[config.mk]
export PLATFORM = sky130hd
export DESIGN_NAME = pgsg_front
export DESIGN_NICKNAME = d
export VERILOG_FILES = /design/src/sv/polar_gaussian_sample_gen_top_defines.svh /design/src/sv/pgsg_pkg.sv /design/src/sv/pgsg_front.sv
export SDC_FILE = /design/constraint.sdc
export NUM_CORES = 1
export LEC_CHECK = 0
export ABC_AREA = 1
export BUFFER_PORTS_ARGS = -buffer_cell sky130_fd_sc_hd__buf_2
export CAP_MARGIN = 15
export CELL_PAD_IN_SITES_DETAIL_PLACEMENT = 1
export CELL_PAD_IN_SITES_GLOBAL_PLACEMENT = 1
export CORE_UTILIZATION = 25
export CTS_BUF_LIST = sky130_fd_sc_hd__clkbuf_4
export CTS_CLUSTER_SIZE = 16
export DETAILED_ROUTE_END_ITERATION = 8
export PLACE_DENSITY_LB_ADDON = 0.05
export RECOVER_POWER = 50
export SYNTH_ARGS = -nofsm -noshare
export SYNTH_HDL_FRONTEND = slang
export SYNTH_SLANG_ARGS = --single-unit
export TNS_END_PERCENT = 50
[constraint.sdc]
create_clock -name clk -period 10.5 [get_ports clk]
set_input_delay 0.525 -clock clk [delete_from_list [all_inputs] [get_ports clk]]
set_output_delay 0.525 -clock clk [all_outputs]
set_load 0.03 [all_outputs]
[src/sv/polar_gaussian_sample_gen_top_defines.svh]
// Assertion macros for the polar Gaussian sample generator.
// Included by the modules that carry concurrent checks; no other dependencies.
`ifndef POLAR_GAUSSIAN_SAMPLE_GEN_TOP_DEFINES_SVH
`define POLAR_GAUSSIAN_SAMPLE_GEN_TOP_DEFINES_SVH
`ifndef SYNTH
`define PGSG_NEVER(lbl, clk, rst_n, cond) \
	lbl: assert property (@(posedge clk) disable iff (!rst_n) !(cond)) \
		else $error("check failed");
`define PGSG_IMPL(lbl, clk, rst_n, a, b) \
	lbl: assert property (@(posedge clk) disable iff (!rst_n) (a) |-> (b)) \
		else $error("check failed");
`define PGSG_NEXT(lbl, clk, rst_n, a, b) \
	lbl: assert property (@(posedge clk) disable iff (!rst_n) (a) |=> (b)) \
		else $error("check failed");
`else
`define PGSG_NEVER(lbl, clk, rst_n, cond)
`define PGSG_IMPL(lbl, clk, rst_n, a, b)
`define PGSG_NEXT(lbl, clk, rst_n, a, b)
`endif
`endif

[src/sv/pgsg_pkg.sv]
// Shared types and constants of the polar Gaussian sample generator.
// No dependencies.
`timescale 1ns / 1ps
package pgsg_pkg;
	localparam int unsigned FIFO_DEPTH = 4;
	localparam int unsigned FIFO_AW    = 2;
	localparam int unsigned SQ_STEPS   = 24;
	localparam int unsigned DIV_STEPS  = 64;
	localparam int unsigned SQRT_STEPS = 32;

	// fraction part of 2 ln 2 in Q.32 (the integer part is added separately)
	localparam logic [30:0] LN2_FRAC_K = 31'd1659121648;
	localparam logic [31:0] FAC_ONE    = 32'd16384;
	localparam logic [15:0] SCALE_RST  = 16'd16384;
	localparam logic        DIST_RST   = 1'b1;

	localparam logic CFG_DIST_MODE = 1'b0;
	localparam logic CFG_SCALE     = 1'b1;

	typedef struct packed {
		logic        unif;
		logic [15:0] mu;
		logic [15:0] mv;
		logic        nu;
		logic        nv;
		logic        done;
		logic [29:0] s;
	} item_t;

	typedef struct packed {
		logic empty;
		logic full;
	} fifo_stat_t;
endpackage

[src/sv/pgsg_front.sv]
// Input stage: registers a pair, forms S = u*u + v*v and drops rejected pairs.
// Depends on pgsg_pkg.
`timescale 1ns / 1ps
module pgsg_front (
	input  logic                 clk,
	input  logic                 arst_n,
	input  logic                 s_axis_tvalid,
	output logic                 s_axis_tready,
	input  logic [31:0]          s_axis_tdata,  // uniform_a, uniform_b
	input  logic                 s_axis_tlast,  // end_of_fill
	input  logic                 dist_mode,
	input  pgsg_pkg::fifo_stat_t fifo_stat,
	output logic                 push,
	output pgsg_pkg::item_t      push_item
);
	logic        valid_s1;
	logic [15:0] a_s1, b_s1;
	logic        last_s1;
	logic [15:0] mu, mv;
	logic [31:0] s_sum;
	logic        rej, drain;

	assign mu    = a_s1[15] ? (~a_s1 + 16'd1) : a_s1;
	assign mv    = b_s1[15] ? (~b_s1 + 16'd1) : b_s1;
	assign s_sum = 32'(mu) * 32'(mu) + 32'(mv) * 32'(mv);
	assign rej   = dist_mode && ((s_sum == 32'd0) || (s_sum[31:30] != 2'b00));
	assign drain = valid_s1 && (rej || !fifo_stat.full);
	assign push  = valid_s1 && !rej && !fifo_stat.full;
	assign s_axis_tready = !valid_s1 || drain;

	always_comb begin
		push_item.unif = !dist_mode;
		push_item.mu   = mu;
		push_item.mv   = mv;
		push_item.nu   = a_s1[15];
		push_item.nv   = b_s1[15];
		push_item.done = last_s1;
		push_item.s    = s_sum[29:0];
	end

	always_ff @(posedge clk or negedge arst_n) begin
		if (!arst_n) begin
			valid_s1 <= 1'b0;
		end else if (s_axis_tready) begin
			valid_s1 <= s_axis_tvalid;
		end
	end

	always_ff @(posedge clk) begin
		if (s_axis_tready && s_axis_tvalid) begin
			a_s1    <= s_axis_tdata[15:0];
			b_s1    <= s_axis_tdata[31:16];
			last_s1 <= s_axis_tlast;
		end
	end
endmodule

==> results.md <==
- Status: finished, final reports clean
- DRC: 0
- # nets final: 2752
- Clock root buffer: clkbuf_4
- Worst flop-to-flop path endpoint: b_s1[15]
- RSZ-0062 raised after global routing: false
- EDFF count, synth: 33
- Max-slew violation count: 0
- Largest cells by area after synthesis: fa_1 45%, inv_1 14%, ha_1 14%
- Chip height: 263 um
- I/O Pins: between 100 and 150
- Global-route wire length before repair: between 80000 and 90000 um
- Total number of yosys warnings: 0
- Post-Route WL: 53900 um
- Yosys top cell area share: 0.453
- Setup_tns: 0 ns
- Vias in the first global route: around 15000
- Final Hold Fails: 0
- Routed vias: approximately 13000
- Sequential-to-total area share from yosys stat: 0.0598
- Gr ovfl total: 0
- Max Fclk: 101 MHz
- Dominant cell type by area after synthesis: fa_1
- Synth Cell Area: 17000 um^2
- Vias/cell: 4.22
- Layout cells sized above 1: 0.0933
- Crit end category: output pin
- CTS tree: built
- Tcrit/Tclk final: 0.946
- CP Launch Type: register
- Crit path DAT: between 9 and 10 ns
- GRT Total Usage: 0.163
- Endpoints failing setup: 0
- Final Wtd Congestion: 0.823
- Slew margin rel.: 0.262
- Total CTS buffers: 5
- WP data required: about 10 ns
- Synth Flop Type: edfxtp_1
- Mean Syn Cell Area: 8.50 um^2
- Initial antenna violation count: 1
- Slowest CP cell: fa_1
- Drt pass-1 iters: 4
- Clock insertion delay at the later pin of the skew report: ~0.41 ns
- Detailed placement HPWL: between 40000 and 50000 um
- Clock Skew: 0.0127 ns
- Yosys reg bits: 34
- CP peak stage delay: 0.55 ns
- Sink Count: 34
- Least-Margin Pin Slew: 1.11 ns
- Reg2reg path depth: 43
- Worst Hold Depth: 1
- Initial Utilization: 0.253
- Post-Synthesis Cells: 1998
- Top post-synthesis cells by count: 628 x inv_1, 384 x fa_1, 308 x nand2_1, 186 x ha_1, 172 x nor2_1
- Hold Crit Start: s_axis_tlast
- Worst hold-check path type: in -> reg
- Max Root-Sink Buffers: 2
- DR iter-0 viols: between 300 and 400
- PortBufs: 105
- R2R setup slack: 1.00 ns
- R2R Path Start: a_s1[0]
- Routed Antenna Nets: 0
- Final min period: ~10 ns
- Critical path type: reg -> out
- Largest net degree at the start of global routing: 33
- WHS Endpoint: last_s1
- CTS clk-pin slew, worst paths: roughly 0.14 ns
- Die X: around 260 um
- Layout area overhead: 11.4%
- Row count: 95
- Max FO, Critical Path: 7
- Count leader, synth: inv_1
- Routed length per instance: 17.9 um
- Htree depth: 2
- Max-Cap Viols: 0
- Die area: ~70000 um^2
- Core area: 67200 um^2
- Synth unique cells: 50
- Ys async rst share: 0.0294
## timing repair
item	4_1_cts	5_1_grt
buffers inserted	0	3
endpoints found under the setup margin	0	2
hold endpoints to repair	1	0
resized for setup	0	15
hold buffers	1	0
## logic make-up after synthesis
logic type,after synthesis,share of synthesized area
adders and majority gates,570,0.590
buffers and inverters,685,0.153
and+or+nand+nor,600,0.153
xor gates and xnor gates,29,0.0174
DFF,34,0.0598
AOI/OAI and AO/OA,78,0.0262
other,2,0.000442
## layout by cell type, fill, tap and decap left out, types with 5 or more instances in the layout
cell type	Yosys	routed
ha_1	186	184
o21bai_1	9	9
fa_1	384	384
nor3_2	3	6
inv_2	21	20
a21oi_1	31	29
clkinv_1	6	7
nand2_2	7	6
nand3_2	5	5
nor2_1	172	170
xnor2_1	12	12
inv_1	628	628
conb_1	2	24
buf_2	2	87
buf_4	6	32
nand4_1	9	9
xor2_1	13	13
nand3_1	46	46
o21ai_0	20	19
nor3_1	14	11
clkbuf_4	0	5
nor2_4	5	6
edfxtp_1	33	33
o21ai_1	6	7
or2_2	9	9
clkbuf_1	19	24
nand2_1	308	308
nand3b_1	11	11
## state kept, by name, summed over array words and instances (netlist names)
| register | flops |
|---|---|
| a_s1 | 16 |
| b_s1 | 16 |
| valid_s1 | 1 |
| last_s1 | 1 |
## per-stage QoR
stage / cell area (um^2) / hold WS [ns] / utilization / setup slack, ns / instances
2_1_floorplan: 17100 / 0.229 / - / 0.670 / 2020
3_3_place_gp: 18800 / 0.300 / 0.280 / 0.897 / 3005
3_5_place_dp: 18800 / 0.302 / 0.280 / 0.763 / 3005
4_1_cts: 18900 / 0.237 / 0.281 / 0.319 / 3014
5_1_grt: 18900 / 0.244 / 0.282 / 0.00675 / 3018
6_report: 18900 / 0.281 / 0.282 / 0.563 / 3018
## critical path: cells and delay by family (launching register included)
kind                     cells  cell delay, ns
flip-flops                   1            0.45
XOR/XNOR                     2            0.45
adder cells (fa/ha/maj)     10            4.61
AND/OR/NAND/NOR             17            2.07
buffers and inverters       12            1.43
## layer usage
| layer | global-route usage | vias up | part of all wire |
|---|---|---|---|
| li1 | - | 5993 | - |
| met1 | 0.205 | 6620 | 0.43 |
| met2 | 0.308 | 91 | 0.54 |
| met3 | 0.00553 | 26 | 0.012 |
| met4 | 0.0312 | 0 | 0.015 |
| met5 | 0 | - | 0 |
## worst max path at each step
stage / start / end / slack, ns / depth (start not counted)
global route: a_s1[0] / s_axis_tready / 0.007 / 43
CTS: a_s1[0] / push / 0.32 / 46
floorplan: a_s1[0] / a_s1[0] / 0.67 / 42
detailed placement: a_s1[0] / b_s1[0] / 0.76 / 47
global placement: a_s1[0] / last_s1 / 0.90 / 44
finish: a_s1[0] / push / 0.56 / 41
## cell type report
cell class / count / area, um^2
clock buffers: 5 / 37.5
well taps: 873 / 1090
diodes: 1 / 2.50
clock inverters: 3 / 16.3
repair buffers: 145 / 796
inverters: 656 / 2470
multi-input cells: 1301 / 13500
flip-flops and latches: 34 / 1020
fillers: 7933 / 48200
Power is left out: the tool's default activity adds up to more than one toggle a clock period on the data nets, which glitch-free logic cannot reach.
