===== config.mk =====
export PLATFORM = sky130hd
export DESIGN_NAME = pgsg_fifo
export DESIGN_NICKNAME = d
export VERILOG_FILES = /design/src/sv/pgsg_pkg.sv /design/src/sv/pgsg_fifo.sv
export VERILOG_INCLUDE_DIRS = /design/src /design/src/sv
export SDC_FILE = /design/constraint.sdc
export NUM_CORES = 1
export LEC_CHECK = 0
export BUFFER_PORTS_ARGS = -buffer_cell sky130_fd_sc_hd__buf_4
export CAP_MARGIN = 5
export CORE_ASPECT_RATIO = 1.4
export CORE_MARGIN = 2
export CORE_UTILIZATION = 40
export CTS_CLUSTER_SIZE = 20
export DETAILED_ROUTE_END_ITERATION = 8
export REMOVE_ABC_BUFFERS = 1
export SLEW_MARGIN = 20
export SYNTH_ARGS = -nofsm -noshare
export SYNTH_HDL_FRONTEND = slang
export SYNTH_SLANG_ARGS = --single-unit

===== constraint.sdc =====
create_clock -name clk -period 8.1 [get_ports clk]
set_input_delay 1.62 -clock clk [delete_from_list [all_inputs] [get_ports clk]]
set_output_delay 1.62 -clock clk [all_outputs]
set_load 0.02 [all_outputs]

===== src/sv/polar_gaussian_sample_gen_top_defines.svh =====
// Assertion macros for the polar Gaussian sample generator.
// Included by the modules that carry concurrent checks; no other dependencies.
`ifndef POLAR_GAUSSIAN_SAMPLE_GEN_TOP_DEFINES_SVH
`define POLAR_GAUSSIAN_SAMPLE_GEN_TOP_DEFINES_SVH
`ifndef SYNTH
`define PGSG_NEVER(lbl, clk, rst_n, cond) \
	lbl: assert property (@(posedge clk) disable iff (!rst_n) !(cond)) \
		else $error("check failed");
`define PGSG_IMPL(lbl, clk, rst_n, a, b) \
	lbl: assert property (@(posedge clk) disable iff (!rst_n) (a) |-> (b)) \
		else $error("check failed");
`define PGSG_NEXT(lbl, clk, rst_n, a, b) \
	lbl: assert property (@(posedge clk) disable iff (!rst_n) (a) |=> (b)) \
		else $error("check failed");
`else
`define PGSG_NEVER(lbl, clk, rst_n, cond)
`define PGSG_IMPL(lbl, clk, rst_n, a, b)
`define PGSG_NEXT(lbl, clk, rst_n, a, b)
`endif
`endif


===== src/sv/pgsg_pkg.sv =====
// Shared types and constants of the polar Gaussian sample generator.
// No dependencies.
`timescale 1ns / 1ps
package pgsg_pkg;
	localparam int unsigned FIFO_DEPTH = 4;
	localparam int unsigned FIFO_AW    = 2;
	localparam int unsigned SQ_STEPS   = 24;
	localparam int unsigned DIV_STEPS  = 64;
	localparam int unsigned SQRT_STEPS = 32;

	// fraction part of 2 ln 2 in Q.32 (the integer part is added separately)
	localparam logic [30:0] LN2_FRAC_K = 31'd1659121648;
	localparam logic [31:0] FAC_ONE    = 32'd16384;
	localparam logic [15:0] SCALE_RST  = 16'd16384;
	localparam logic        DIST_RST   = 1'b1;

	localparam logic CFG_DIST_MODE = 1'b0;
	localparam logic CFG_SCALE     = 1'b1;

	typedef struct packed {
		logic        unif;
		logic [15:0] mu;
		logic [15:0] mv;
		logic        nu;
		logic        nv;
		logic        done;
		logic [29:0] s;
	} item_t;

	typedef struct packed {
		logic empty;
		logic full;
	} fifo_stat_t;
endpackage


===== src/sv/pgsg_fifo.sv =====
// Short queue of accepted pairs between the front and the arithmetic pipeline.
// Depends on pgsg_pkg and the assertion macro header.
`timescale 1ns / 1ps
`include "polar_gaussian_sample_gen_top_defines.svh"
module pgsg_fifo (
	input  logic                 clk,
	input  logic                 arst_n,
	input  logic                 push,
	input  pgsg_pkg::item_t      push_item,
	input  logic                 pop,
	output pgsg_pkg::item_t      head,
	output pgsg_pkg::fifo_stat_t stat
);
	pgsg_pkg::item_t             mem_q [pgsg_pkg::FIFO_DEPTH];
	logic [pgsg_pkg::FIFO_AW-1:0] wr_q, rd_q;
	logic [pgsg_pkg::FIFO_AW:0]   cnt_q;

	assign head       = mem_q[rd_q];
	assign stat.empty = (cnt_q == '0);
	assign stat.full  = (cnt_q == (pgsg_pkg::FIFO_AW+1)'(pgsg_pkg::FIFO_DEPTH));

	always_ff @(posedge clk) begin
		if (push) begin
			mem_q[wr_q] <= push_item;
		end
	end

	always_ff @(posedge clk or negedge arst_n) begin
		if (!arst_n) begin
			wr_q  <= '0;
			rd_q  <= '0;
			cnt_q <= '0;
		end else begin
			if (push) wr_q <= wr_q + 1'b1;
			if (pop)  rd_q <= rd_q + 1'b1;
			if (push && !pop)      cnt_q <= cnt_q + 1'b1;
			else if (pop && !push) cnt_q <= cnt_q - 1'b1;
		end
	end

	`PGSG_NEVER(a_no_overflow, clk, arst_n, push && stat.full)
	`PGSG_NEVER(a_no_underflow, clk, arst_n, pop && stat.empty)
	`PGSG_NEXT(a_push_fills, clk, arst_n, push && !pop, !stat.empty)
endmodule


==> out/metrics.yaml, run 1 <==
final_layout:
  num-fill-cells: 2002
  fin_nets: 607
  multi_input_area_um2: 1700
  areaGrowthSynthToFinish_pct: 21.4
  regArea_um2: 8110
  drive_gt1_share_pct: 45.3
synth:
  synthesis.instances: 379
  syn_area_um2: 9940
  synth-seq-cells: 271
  async_reset_ff_share_pct: 2.58
  synth_seq_area_share_pct: 81.5
  synth_common_cells: "264 x edfxtp_1, 66 x mux4_2, 7 x dfrtp_1"
  yosysMostFrequentCell: "edfxtp_1"
  yosys-top-cells-area: "edfxtp_1 80%, mux4_2 15%, dfrtp_1 1.8%"
  yosys_most_used_dff: "edfxtp_1"
  yosysTopAreaCell: "edfxtp_1"
  avgSynthCellArea_um2: 26.2
  synth_cell_type_count: 20
  yosysWarnings: 0
  synth_top_area_share_pct: 79.8
  synth-edff-count: 264
sta:
  min_period_ps: 4530
  setup_viol: 0
  grt_setup_unrepaired: "no"
  maxSlewViolCount: 0
  skew_ps: 8.00
  fin_ws_ps: 3570
  setup_tns_ps: 0
  worst_pin_slew_ps: 1050
  hold_viol: 0
  period_share_pct: 55.9
  fmax_ghz: 0.221
  relSlewSlack_pct: 29.8
power_and_ir_drop:
  power_density_nw_per_um2: 374
  ir_worst_vdd_mv: 0.288
  total_power_w: 0.00451
  power.leakage_nw: 4.11
critical_path:
  cp-start-kind: "register"
  worstPathRequired_ps: 6480
  critPathKind: "reg2out"
  path_max_fanout: 40
  end_kind: "output port"
  critPathArrivalTime_ps: 2910
floorplan:
  die_height_um: 190
  start_util_pct: 40.6
  ioPinCount: 138
  die-width_um: 137
  die-area_um2: 26100
  num_rows: 68
  core_area_um2: 24500
clocking:
  root_buffer: "clkbuf_16"
  clkTransAtPathRegs_ps: 60
  cts.hold.buffers_added: 0
  cts_tree: "built"
  cts_inserted_buffers: 25
  ctsResizeCount: 0
  post-cts-setup-buffers: 0
  cts_buffer_depth: 3
  clock_latency_ps: 510
  clock-sinks: 271
  cts.htree.levels: 1
placement:
  gp_congestion: 0.677
  portBuffers: 137
  place_hpwl_um: 10300
  place_ws_ps: 3980
routing:
  via_per_inst: 5.10
  drtIter0Drc: 236
  wl_um: 18200
  num_vias: 4407
  antenna_left: 0
  drc: 0
  wl_per_cell_um: 21.1
  drt_first_pass_iters: 4
flow_run:
  drv_cap: 0
global_route:
  globalRouteOverflowTotal: 0
  grt_max_degree: 68
  antenna_found_initial: 2
  grt_usage_pct: 14.3
  grt_pass1_wl_um: 27800
  grt_pass1_vias: 4900
outcome:
  status: "complete, no violations"
hold_path:
  hold_class: "reg2reg"
==> worst max-delay path: stages (launching register included) <==
cell and delay, ps:
dfrtp_4 970, buf_4 630, mux4_2 600, buf_4 180
==> per-layer routing <==
metal / vias to the layer above / global-route usage [%] / routed length (µm)
met5: - / 0 / 13
met4: 2 / 4.16 / 382
met3: 29 / 2.66 / 895
met2: 114 / 26.5 / 10100
met1: 2345 / 16.7 / 6800
li1: 1917 / - / -
==> where the power goes <==
part	total, W	leakage [nW]	internal, W	switching, W
clock network	0.00110	0.380	0.000629	0.000473
logic	0.00138	1.22	0.000674	0.000702
registers	0.00203	2.51	0.00184	0.000196
==> worst paths after layout <==
check	slack, ps	endpoint	cells after the start	startpoint
max	3570	head[60]	3	rd_q[0]
min	500	cnt_q[2]	1	cnt_q[2]
max reg2reg	6190	mem_q[0][61]	3	wr_q[0]
min reg2reg	500	cnt_q[2]	1	cnt_q[2]
max in group asynchronous	7030	rd_q[1]	1	arst_n
min in group asynchronous	930	cnt_q[1]	1	arst_n
==> layout make-up <==
cell class              count  share of cell area (%)
flip-flops and latches    271                    67.2
multi-input cells          89                    14.1
repair buffers            140                    8.98
clock buffers              30                    5.34
well taps                 315                    3.27
clock inverters            14                   0.985
inverters                   4                   0.124
diodes                      1                  0.0207
==> layout by cell type (no fill, tap or decap), types with 5 or more instances in the layout <==
cell       instances
buf_4            138
clkbuf_1           5
clkbuf_16         25
clkinv_2           7
dfrtp_1            5
edfxtp_1         264
ha_1               5
mux4_2            66
==> stage by stage <==
step / cell area, µm² / hold WS [ps] / utilization, % / std cells
after floorplan: 9800 / 456 / - / 364
after global placement: 11300 / 471 / 45.9 / 817
after detailed placement: 11300 / 483 / 45.9 / 817
after CTS: 12000 / 500 / 49.0 / 861
after global routing: 12100 / 517 / 49.2 / 863
final: 12100 / 501 / 49.2 / 864
==> state kept, by name, summed over array words and instances, names as in the netlist <==
register	count
rd_q	2
wr_q	2
mem_q	264
cnt_q	3
==> cell families after synthesis <==
logic type,count (synthesis),synth area share (%)
flops,271,81.5
mux,67,15.1
buf+inv,19,1.49
simple gates,9,0.491
xor+xnor,6,0.529
fa+ha+maj,6,0.831
compound gates,1,0.0503
Note: power is estimated with default switching activity, not from simulation.
==> run 2, diff against run 1 <==
==> constraint.sdc (replaced) <==
create_clock -name clk -period 4.3 [get_ports clk]
set_input_delay 0.86 -clock clk [delete_from_list [all_inputs] [get_ports clk]]
set_output_delay 0.86 -clock clk [all_outputs]
set_load 0.02 [all_outputs]
==> out/metrics.yaml, run 2 (synthesis gave the netlist of run 1 again) <==
outcome:
  status: "complete, no violations"
routing:
  antenna_left: 0  # unchanged
  wl_um: 18200  # about the same
  drc: 0  # unchanged
  via_per_inst: 5.06  # -0.77%
  drt_first_pass_iters: 4  # unchanged
  wl_per_cell_um: 21.1  # -0.10%
  drtIter0Drc: 225  # -4.7%
  num_vias: 4378  # -0.66%
final_layout:
  fin_nets: 607  # unchanged
  mostFrequentLayoutCells: "264 x edfxtp_1, 137 x buf_4, 66 x mux4_2"
  top_register: "mem_q"
  drive_gt1_share_pct: 45.4  # +0.10 points
  final_core_util_pct: 49.2  # -0.051 points
  mostFrequentLayoutCell: "edfxtp_1"
  largest_reg_flops: 264  # unchanged
  top_regs: "mem_q x264, cnt_q x3"
  areaGrowthSynthToFinish_pct: 21.3
clocking:
  cts.hold.buffers_added: 0  # unchanged
  ctsResizeCount: 0  # unchanged
  cts.htree.levels: 1  # unchanged
  root_buffer: "clkbuf_16"
  clkTransAtPathRegs_ps: 60  # about the same
  clock_latency_ps: 530  # +20 ps
  cts_buffer_depth: 3  # unchanged
  cts_tree: "built"
  clock-sinks: 271  # unchanged
  cts_inserted_buffers: 26  # +4.0%
  post-cts-setup-buffers: 0  # unchanged
critical_path:
  crit_path_top_delay_cell: "dfrtp_4"
  worstPathRequired_ps: 3440  # -3040 ps
  critPathArrivalTime_ps: 2500  # -410 ps
  cp-start-kind: "register"
  end_kind: "output port"
  path_cells: "buf_12, mux4_2, buf_4"
  critPathKind: "reg2out"
  path_max_fanout: 38  # -5.0%
  max_stage_delay_ps: 840  # -130 ps
global_route:
  globalRouteOverflowTotal: 0  # unchanged
  grt_usage_pct: 14.2  # -0.091 points
  grt_max_degree: 68  # unchanged
  antenna_found_initial: 2  # unchanged
  grt_pass1_vias: 4918  # +0.37%
  grt_pass1_wl_um: 27800  # about the same
flow_run:
  drv_cap: 0  # unchanged
floorplan:
  start_util_pct: 40.6  # unchanged
  num_rows: 68  # unchanged
  die-width_um: 137  # unchanged
  die-area_um2: 26100  # unchanged
  ioPinCount: 138  # unchanged
  die_height_um: 190  # unchanged
  core_area_um2: 24500  # unchanged
sta:
  fmax_ghz: 0.298
  grt_setup_unrepaired: "no"
  relSlewSlack_pct: 30.4  # +0.62 points
  hold_viol: 0  # unchanged
  setup_tns_ps: 0  # unchanged
  maxSlewViolCount: 0  # unchanged
  period_share_pct: 78.1
  skew_ps: 17.5  # +9.53 ps
  min_period_ps: 3360
  setup_viol: 0  # unchanged
  worst_pin_slew_ps: 1040  # -9.36 ps
placement:
  portBuffers: 137  # unchanged
  place_hpwl_um: 10500  # +1.2%
  gp_congestion: 0.706  # +4.2%
power_and_ir_drop:
  power_frac_seq_pct: 44.9  # -0.2 points
  p_int_w: 0.00588  # +87%
  ir_worst_vdd_mv: 0.533  # +85%
  swShare_pct: 30.7  # +0.25 points
  power_frac_clock_pct: 24.2  # -0.2 points
  p_comb_share_pct: 30.9  # +0.4 points
  power_density_nw_per_um2: 703  # +88%
  power_switching_w: 0.00260  # +89%
  power.leakage_nw: 4.11  # about the same
hold_path:
  hold_class: "in2async"
[run 2: changes by cell type in the layout (fill, tap and decap cells not counted)]
cell | previous run | this run
buf_12 | 1 | 2
buf_16 | 1 | 0
buf_4 | 138 | 137
bufinv_16 | 2 | 0
clkbuf_1 | 5 | 4
clkbuf_16 | 25 | 27
clkinv_1 | 4 | 5
clkinv_2 | 7 | 9
clkinv_4 | 1 | 0
inv_8 | 0 | 1
[run 2: area by class of cell]
class / instances / area, µm²
diodes: 1 / 2.50
fillers: 2066 / 12500
clock inverters: 15 / 75.1
multi-input cells: 89 / 1700
clock buffers: 31 / 691
repair buffers: 139 / 1070
inverters: 4 / 15.0
well taps: 315 / 394
flip-flops and latches: 271 / 8110
[run 2: power groups by stage]
| stage | clock network, W | logic [W] | registers, W |
|---|---|---|---|
| after floorplan | 0 | 0.00161 | 0.00384 |
| after global placement | 0 | 0.00267 | 0.00386 |
| final | 0.00205 | 0.00262 | 0.00381 |
| after detailed placement | 0 | 0.00268 | 0.00390 |
| after CTS | 0.00211 | 0.00268 | 0.00384 |
| after global routing | 0.00220 | 0.00280 | 0.00388 |
[run 2: critical path, delay by kind of cell, from the launching register on]
family,cells,cell delay (ps)
flops,1,840
buf+inv,2,550
mux,1,560
[run 2: worst paths after layout]
path / slack [ps] / start / to / cells after the start
worst max register to register: 2390 / wr_q[1] / mem_q[1][21] / 3
worst min-delay path: 150 / arst_n / cnt_q[0] / 1
max in group asynchronous: 4000 / arst_n / rd_q[0] / 1
worst max-delay path: 940 / rd_q[0] / head[33] / 3
min in group clk: 520 / cnt_q[2] / cnt_q[2] / 1
worst min register to register: 520 / cnt_q[2] / cnt_q[2] / 1
[run 2: layer usage]
metal  global-route usage, %  share of wire [%]
met5                       0              0.060
met4                    4.44                2.2
met3                    3.00                5.4
met2                    26.7                 56
met1                    15.8                 36
[run 2: metrics by stage]
stage / setup slack [ps] / hold WS (ps) / cell area [µm²] / total power, W / instances
global route: 742 / 138 / 12100 / 0.00888 / 864
finish: 942 / 155 / 12100 / 0.00848 / 865
detailed placement: 1370 / 518 / 11300 / 0.00658 / 817
global placement: 1380 / 474 / 11300 / 0.00652 / 817
CTS: 815 / 135 / 12000 / 0.00863 / 863
floorplan: 39.6 / 456 / 9800 / 0.00545 / 364
==> run 3, diff against run 2 <==
==> constraint.sdc (replaced) <==
create_clock -name clk -period 3.2 [get_ports clk]
set_input_delay 0.64 -clock clk [delete_from_list [all_inputs] [get_ports clk]]
set_output_delay 0.64 -clock clk [all_outputs]
set_load 0.02 [all_outputs]
==> out/metrics.yaml, run 3 (synthesis gave the netlist of run 1 again) <==
outcome:
  status: "complete, no violations"
placement:
  post_dp_cell_area_um2: 11400  # +1.2%
  place_hpwl_um: 11600  # +11%
  gp_congestion: 0.692  # -2.0%
  portBuffers: 137  # unchanged
routing:
  wl_per_cell_um: 21.7  # +3.0%
  via_per_inst: 5.02  # -0.73%
  drt_first_pass_iters: 4  # unchanged
  num_vias: 4376  # -0.046%
  drc: 0  # unchanged
  antenna_left: 0  # unchanged
  drtIter0Drc: 226  # +0.44%
  wl_um: 18900  # +3.7%
final_layout:
  n_antenna_cell: 0  # -1
  num-fill-cells: 1999  # -3.2%
  areaGrowthSynthToFinish_pct: 22.9
  final_core_util_pct: 49.8  # +0.65 points
  mostFrequentLayoutCells: "264 x edfxtp_1, 139 x buf_4, 66 x mux4_2"
  fin_nets: 615  # +1.3%
  top_register: "mem_q"
  mostFrequentLayoutCell: "edfxtp_1"
  largest_reg_flops: 264  # unchanged
  drive_gt1_share_pct: 45.1  # -0.21 points
  top_regs: "mem_q x264, cnt_q x3"
  fin_area_um2: 12200  # +1.3%
clocking:
  clkTransAtPathRegs_ps: 60  # about the same
  clock_latency_ps: 520  # about the same
  cts_tree: "built"
  cts_buffer_depth: 3  # unchanged
  cts.htree.levels: 1  # unchanged
  clock-sinks: 271  # unchanged
  cts_inserted_buffers: 26  # unchanged
  root_buffer: "clkbuf_16"
  post-cts-setup-buffers: 0  # unchanged
  ctsResizeCount: 0  # unchanged
critical_path:
  critPathKind: "reg2out"
  critPathArrivalTime_ps: 2130  # -370 ps
  reg2reg_depth: 4  # +1
  end_kind: "output port"
  ff2ff_setup_slack_ps: 1370  # -1020 ps
  worstPathRequired_ps: 2560  # -880 ps
  cp-start-kind: "register"
  path_max_fanout: 25  # -34%
global_route:
  antenna_found_initial: 1  # -1
  grt_pass1_vias: 4977  # +1.2%
  grt_pass1_wl_um: 28900  # +3.9%
  grt_max_degree: 39  # -43%
  globalRouteOverflowTotal: 0  # unchanged
  grt_usage_pct: 14.8  # +0.63 points
sta:
  maxSlewViolCount: 0  # unchanged
  grt_setup_unrepaired: "no"
  holdWs_ps: 314  # +159 ps
  worst_pin_slew_ps: 512  # -531 ps
  relSlewSlack_pct: 65.8  # +35 points
  min_period_ps: 2770
  skew_ps: 13.7  # -3.88 ps
  setup_viol: 0  # unchanged
  period_share_pct: 86.6
  fmax_ghz: 0.361
  hold_viol: 0  # unchanged
floorplan:
  num_rows: 68  # unchanged
  start_util_pct: 40.6  # unchanged
  die-area_um2: 26100  # unchanged
  die_height_um: 190  # unchanged
  die-width_um: 137  # unchanged
  ioPinCount: 138  # unchanged
  core_area_um2: 24500  # unchanged
power_and_ir_drop:
  power_switching_w: 0.00350  # +35%
  p_comb_share_pct: 33.0  # +2.1 points
  power_frac_clock_pct: 24.7  # +0.5 points
  swShare_pct: 30.1  # -0.57 points
  power_density_nw_per_um2: 953  # +36%
  p_int_w: 0.00814  # +38%
  power.leakage_nw: 4.16  # +1.4%
  total_power_w: 0.0116  # +37%
  power_frac_seq_pct: 42.4  # -2.5 points
  ir_worst_vdd_mv: 0.552  # +3.6%
hold_path:
  hold_depth: 2
  hold_class: "in2reg"
flow_run:
  drv_cap: 0  # unchanged
[run 3: layout make-up]
class	count	area, µm²	area share (%)
Sequential cell	271	8110	66.4
Clock buffer	33	698	5.72
Clock inverter	12	104	0.850
Tap cell	315	394	3.23
Inverter	4	15.0	0.123
Timing Repair Buffer	147	1190	9.77
Multi-Input combinational cell	89	1700	13.9
[run 3: repair_timing]
item | in CTS | in global routing
setup endpoints to repair | 0 | 0
hold endpoints to repair | 7 | 0
hold buffers | 1 | 0
[run 3: per-layer routing]
layer	global-route usage, %	vias to the layer above	wire length (µm)
li1	-	1942	-
met1	17.2	2293	7050
met2	27.8	107	10600
met3	2.55	32	825
met4	4.36	2	410
met5	0	-	13
[run 3: power by group through the flow]
stage / clock, W / combinational (W) / sequential, W
after floorplan: 0 / 0.00216 / 0.00515
after global placement: 0 / 0.00392 / 0.00497
after detailed placement: 0 / 0.00395 / 0.00502
after CTS: 0.00296 / 0.00397 / 0.00495
after global routing: 0.00309 / 0.00410 / 0.00500
final: 0.00287 / 0.00384 / 0.00493
[run 3: worst paths after layout]
path	end	from
worst max-delay path	head[35]	rd_q[0]
worst min register to register	cnt_q[2]	cnt_q[2]
max in group asynchronous	rd_q[1]	arst_n
worst min-delay path	rd_q[0]	pop
worst max register to register	mem_q[1][50]	wr_q[1]
min in group asynchronous	cnt_q[0]	arst_n
[run 3: stage by stage]
stage	setup TNS, ps	cells	setup WS (ps)
after floorplan	-55480	364	-840
after global placement	0	825	896
after detailed placement	0	825	905
after CTS	0	871	348
after global routing	0	871	308
final	0	871	429
[run 3: worst max-delay path, cell delays in order, from the launching register on]
cell	delay [ps]
dfrtp_4	590
buf_12	280
mux4_2	560
buf_4	180
